File: src/sv/bir_pkg.sv
// ----------------------------------------------------------------------------
// bir_pkg
// Widths, codes, types and helper functions of the bilinear image resampler.
// ----------------------------------------------------------------------------
package bir_pkg;

  localparam int MAX_W   = 512;
  localparam int MAX_H   = 128;

  localparam int CW      = 12;
  localparam int PIX_W   = 8;
  localparam int SCALE_W = 24;
  localparam int SW_W    = 10;
  localparam int SH_W    = 8;
  localparam int CFG_W   = 24;
  localparam int CFG_AW  = 2;

  localparam int XW      = $clog2(MAX_W);
  localparam int YW      = $clog2(MAX_H);
  localparam int DEPTH   = MAX_W * MAX_H;
  localparam int AW      = $clog2(DEPTH);
  localparam int NW      = CW + 1;

  localparam int PROD_W  = CW + 1 + SCALE_W;
  localparam int POS_W   = PROD_W + 1;
  localparam int FRAC_W  = 17;
  localparam int FL_W    = POS_W - FRAC_W + 1;
  localparam int HALF    = 1 << (FRAC_W - 1);
  localparam int WT_W    = 11;
  localparam int WONE_W  = WT_W + 1;
  localparam int WONE    = 1 << WT_W;
  localparam int WP_W    = 2 * WT_W + 1;
  localparam int ACC_W   = PIX_W + WP_W;
  localparam int RND     = 1 << (2 * WT_W - 1);
  localparam int RES_W   = ACC_W - 2 * WT_W;
  localparam int PIX_MAX = (1 << PIX_W) - 1;

  localparam int IN_DW   = 32;
  localparam int OUT_DW  = 32;

  localparam logic FUNC_WRITE  = 1'b0;
  localparam logic FUNC_SAMPLE = 1'b1;

  localparam logic [CFG_AW-1:0] CFG_SRC_WIDTH  = 2'd0;
  localparam logic [CFG_AW-1:0] CFG_SRC_HEIGHT = 2'd1;
  localparam logic [CFG_AW-1:0] CFG_SCALE_X    = 2'd2;
  localparam logic [CFG_AW-1:0] CFG_SCALE_Y    = 2'd3;

  // neighbour code: bit 0 selects the right column, bit 1 the lower row
  localparam logic [1:0] NB_TL = 2'd0;
  localparam logic [1:0] NB_TR = 2'd1;
  localparam logic [1:0] NB_BL = 2'd2;
  localparam logic [1:0] NB_BR = 2'd3;

  typedef enum logic [2:0] {
    ST_IDLE,
    ST_MAP,
    ST_RD0,
    ST_RD1,
    ST_RD2,
    ST_RD3,
    ST_ACC,
    ST_DONE
  } state_t;

  typedef struct packed {
    logic       accept;
    logic       mem_wr;
    logic       map_en;
    logic       rd_en;
    logic [1:0] nb;
    logic       acc_en;
    logic       acc_first;
    logic       out_load;
  } cmd_t;

  typedef struct packed {
    logic is_sample;
    logic wr_ok;
  } status_t;

  function automatic logic [NW-1:0] size_in_use(input logic [CFG_W-1:0] v, input int cap);
    logic [NW-1:0] r;
    if (v == '0) begin
      r = NW'(1);
    end else if (v > cap) begin
      r = NW'(cap);
    end else begin
      r = v[NW-1:0];
    end
    return r;
  endfunction

  function automatic logic [CW-1:0] clamp_idx(input logic signed [FL_W-1:0] v,
                                              input logic [NW-1:0] n);
    logic [NW-1:0] lim;
    logic [CW-1:0] r;
    lim = n - NW'(1);
    if (v < 0) begin
      r = '0;
    end else if (v > $signed({{(FL_W-NW){1'b0}}, lim})) begin
      r = lim[CW-1:0];
    end else begin
      r = v[CW-1:0];
    end
    return r;
  endfunction

endpackage

File: src/sv/bir_ctrl.sv
// ----------------------------------------------------------------------------
// bir_ctrl
// Sequencer: accepts transactions, steps a sample through mapping, four
// frame reads and accumulation, and owns the result valid flag.
// ----------------------------------------------------------------------------
module bir_ctrl (
  input  logic             clk,
  input  logic             rst_n,
  input  logic             in_tvalid,
  output logic             in_tready,
  output logic             out_tvalid,
  input  logic             out_tready,
  input  bir_pkg::status_t st,
  output bir_pkg::cmd_t    cmd
);

  bir_pkg::state_t state_r, state_nxt;
  logic            out_valid_r, out_valid_nxt;
  logic            out_free;

  assign out_free = !out_valid_r || out_tready;

  always_comb begin
    state_nxt = state_r;
    unique case (state_r)
      bir_pkg::ST_IDLE: begin
        if (in_tvalid && st.is_sample) begin
          state_nxt = bir_pkg::ST_MAP;
        end
      end
      bir_pkg::ST_MAP: state_nxt = bir_pkg::ST_RD0;
      bir_pkg::ST_RD0: state_nxt = bir_pkg::ST_RD1;
      bir_pkg::ST_RD1: state_nxt = bir_pkg::ST_RD2;
      bir_pkg::ST_RD2: state_nxt = bir_pkg::ST_RD3;
      bir_pkg::ST_RD3: state_nxt = bir_pkg::ST_ACC;
      bir_pkg::ST_ACC: state_nxt = bir_pkg::ST_DONE;
      bir_pkg::ST_DONE: begin
        if (out_free) begin
          state_nxt = bir_pkg::ST_IDLE;
        end
      end
      default: state_nxt = bir_pkg::ST_IDLE;
    endcase
  end

  always_comb begin
    cmd       = '0;
    in_tready = 1'b0;
    unique case (state_r)
      bir_pkg::ST_IDLE: begin
        in_tready  = 1'b1;
        cmd.accept = in_tvalid;
        cmd.mem_wr = in_tvalid && !st.is_sample && st.wr_ok;
      end
      bir_pkg::ST_MAP: cmd.map_en = 1'b1;
      bir_pkg::ST_RD0: begin
        cmd.rd_en = 1'b1;
        cmd.nb    = bir_pkg::NB_TL;
      end
      bir_pkg::ST_RD1: begin
        cmd.rd_en     = 1'b1;
        cmd.nb        = bir_pkg::NB_TR;
        cmd.acc_en    = 1'b1;
        cmd.acc_first = 1'b1;
      end
      bir_pkg::ST_RD2: begin
        cmd.rd_en  = 1'b1;
        cmd.nb     = bir_pkg::NB_BL;
        cmd.acc_en = 1'b1;
      end
      bir_pkg::ST_RD3: begin
        cmd.rd_en  = 1'b1;
        cmd.nb     = bir_pkg::NB_BR;
        cmd.acc_en = 1'b1;
      end
      bir_pkg::ST_ACC: cmd.acc_en = 1'b1;
      bir_pkg::ST_DONE: cmd.out_load = out_free;
      default: cmd = '0;
    endcase
  end

  always_comb begin
    out_valid_nxt = out_valid_r;
    if (cmd.out_load) begin
      out_valid_nxt = 1'b1;
    end else if (out_tready) begin
      out_valid_nxt = 1'b0;
    end
  end

  always_ff @(posedge clk) begin
    if (!rst_n) begin
      state_r     <= bir_pkg::ST_IDLE;
      out_valid_r <= 1'b0;
    end else begin
      state_r     <= state_nxt;
      out_valid_r <= out_valid_nxt;
    end
  end

  assign out_tvalid = out_valid_r;

endmodule

File: config.mk
export PLATFORM = sky130hd
export DESIGN_NAME = bir_ctrl
export DESIGN_NICKNAME = d
export VERILOG_FILES = /design/src/sv/bir_pkg.sv /design/src/sv/bir_ctrl.sv
export SDC_FILE = /design/constraint.sdc
export NUM_CORES = 1
export LEC_CHECK = 0
export BUFFER_PORTS_ARGS = -buffer_cell sky130_fd_sc_hd__buf_2
export CAP_MARGIN = 20
export CORE_AREA = 8 8 45 47
export DETAILED_ROUTE_END_ITERATION = 8
export DIE_AREA = 0 0 53 55
export GPL_TIMING_DRIVEN = 0
export PLACE_DENSITY_LB_ADDON = 0.05
export SKIP_CTS_REPAIR_TIMING = 1
export SYNTH_ARGS = -nofsm -noshare
export SYNTH_HDL_FRONTEND = slang
export SYNTH_SLANG_ARGS = --single-unit
File: constraint.sdc
create_clock -name clk -period 1.6 [get_ports clk]
set_input_delay 0.16 -clock clk [delete_from_list [all_inputs] [get_ports clk]]
set_output_delay 0.16 -clock clk [all_outputs]
set_load 0.05 [all_outputs]
==> results.md <==
- Placed cell area: 494 um^2
- Final min period: 1.54 ns
- Share of layout cells above drive strength 1: 63.4%
- Worst-skew pair later-pin latency: 0.23 ns
- Total gr overflow: 0
- Max_slew headroom: 83.2%
- Detail-routed via count per cell: 4.36
- Initial antenna violation count: 0
- Final core occ: 44.6%
- Worst vdd ir: 0.395 mV
- Synth Cell Area: 367 um^2
- Metal2 WL: 434 um
- Crit path arrival time: 1.71 ns
- Hold EP: state_r[1]
- R2r setup slk: 0.06 ns
- Power, Total: 506 uW
- Max Fclk: 647 MHz
- GRT Total Usage: 7.54%
- Cell variety after synth: 24
- Vias in the first global route: 360
- Diodes inserted: 0
- Vias: 379
- Port Buffers: 16
- Clock Sinks: 4
- # IOs: 17
- Largest net degree at the start of global routing: 11
- Sequential area share after synthesis: 21.8%
- Row cnt: 14
- FF-to-FF End: state_r[0]
- Routed Antenna Nets: 0
- DRC violation total after the first TritonRoute iteration: 0
- Syn-to-layout area delta: 68.3%
- Hold Vio Cnt, Final: 0
- Final setup margin: 0.0553 ns
- Hold crit path type: in2reg
- Final net count: 82
- Status: completed
- Worst Max-Slew Pin Slew: 0.254 ns
- Yosys Warn Count: 0
- Hold Path Depth: 3
- Core area: 1380 um^2
- Die Footprint: 2920 um^2
- Final setup fails: 0
- Residual DRC: 0
- Crit. End Element: flop
- Post-Synthesis Cells: 44
- CP max-delay cell: or3_4
- Drt total wl: 953 um
- TritonRoute pass-1 iters: 1
- Hold Crit Start: rst_n
- Fin. max-slew vios: 0
- Syn avg cell area: 8.33 um^2
- Largest delay share family, worst path: adder cells
- Fillers: 155
- Setup_tns: 0 ns
- Seq cells post-synth: 4
- Req. time, crit path: 1.77 ns
- CP Class: reg2reg
- H-tree depth: 1
- Routed wl met3: 97 um
- Wire length per cell: 11.0 um
- Async SR Flop Fraction: 0%
- Crit-path cells: buf_6 > inv_2 > ha_4 > or3_4 > maj3_2 > a21oi_2
- Design area: 617 um^2
- Place WS: -0.103 ns
- Max-cap viol count: 0
- Pwr Density: 821 nW/um^2
- First-pass GRT wire length: 1610 um
- Clk slew on worst S/H paths: 0.04 ns
- Num CTS Buffers: 3
- Initial Util: 26.5%
- DRT met1 WL: 422 um
- CTS tree: yes
- Reg2reg start: state_r[1]
- RePlAce Congestion: 0.686
- Clock skew: 0.000292 ns
- Leak: 0.000315 uW
- Largest stage delay on the critical path: 0.38 ns
- Final cycle utilization of the critical path: 96.5%
- Die Y: 55 um
- Max Buffers Root-to-Sink: 2
- Clk root buf: clkbuf_4
- R2R depth: 6
- Startpoint Class: flop
- Top Layer Used: met3
- Mapped Nets: 53
- CP bufs+invs: 2
- Post-synth EDFFs: 0
- Worst-path fanout max: 6
- Post-detail-place hpwl: 735 um
- Synth Flop Type: dfxtp_1
- Die width: 53 um
cells in the mapped netlist, drive strengths merged (2+ instances only):
| cell type | n | share of area (%) |
|---|---|---|
| buf | 3 | 8.2 |
| o21ai | 2 | 2.7 |
| and2 | 3 | 5.1 |
| ha | 3 | 10 |
| inv | 4 | 4.1 |
| nor2 | 2 | 2.0 |
| a31oi | 2 | 3.4 |
| nand2 | 4 | 4.1 |
| xor2 | 2 | 4.8 |
| nor2b | 3 | 5.1 |
| dfxtp | 4 | 22 |
metal layers:
layer | global-route usage, % | vias to the layer above
met5 | 0 | -
met3 | 5.08 | 0
met2 | 11.7 | 12
li1 | - | 200
met1 | 8.05 | 167
met4 | 2.59 | 0
area by class of cell:
class	count	area [um^2]	area share (%)
multi-input cells	32	263	42.6
well taps	16	20.0	3.25
repair buffers	24	160	26.0
clock buffers	3	22.5	3.65
inverters	4	18.8	3.04
flip-flops and latches	4	87.6	14.2
plain buffers	4	45.0	7.30
worst max path at each step:
stage / startpoint / to / slack, ns / depth (start not counted)
2_1_floorplan: state_r[2] / cmd[7] / -0.24 / 4
3_3_place_gp: state_r[1] / state_r[0] / -0.11 / 6
3_5_place_dp: state_r[1] / state_r[0] / -0.10 / 6
4_1_cts: state_r[1] / cmd[3] / -0.19 / 6
5_1_grt: state_r[1] / cmd[3] / -0.00001 / 6
6_report: state_r[1] / state_r[0] / 0.06 / 6
state kept, by name, indices dropped and copies added (netlist names):
register	flops
out_tvalid	1
state_r	3
cell usage in the layout (no fill, tap or decap), types with 3 or more instances in the layout:
| cell | netlist | final |
|---|---|---|
| buf_6 | 2 | 4 |
| buf_2 | 0 | 14 |
| nor2b_1 | 3 | 3 |
| clkbuf_4 | 0 | 3 |
| nand2_1 | 4 | 4 |
| buf_4 | 1 | 8 |
power breakdown:
part           internal (uW)  leakage [uW]  switching, uW
Clock                   83.8     0.0000138           39.2
Combinational            112      0.000267            158
Sequential               107     0.0000341           6.17
Total                    303      0.000315            203
cell families (layout without fill, tap and decap cells):
group,Yosys count,count (layout),share of synthesized area [%]
and+or+nand+nor,19,19,30.4
DFF,4,4,21.8
xor gates and xnor gates,2,2,4.78
buffers and inverters,8,35,16.0
AOI/OAI and AO/OA,7,7,13.7
adders and majority gates,4,4,13.3
worst min-delay path: stages:
cell     delay (ns)
buf_2          0.11
o21ai_0        0.06
a31oi_1        0.04
stage by stage:
stage | hold slack, ns | std cells
floorplan | 0.288 | 44
global placement | 0.426 | 76
detailed placement | 0.426 | 76
CTS | 0.176 | 79
global route | 0.182 | 87
finish | 0.184 | 87
(Power assumes the default switching activity.)
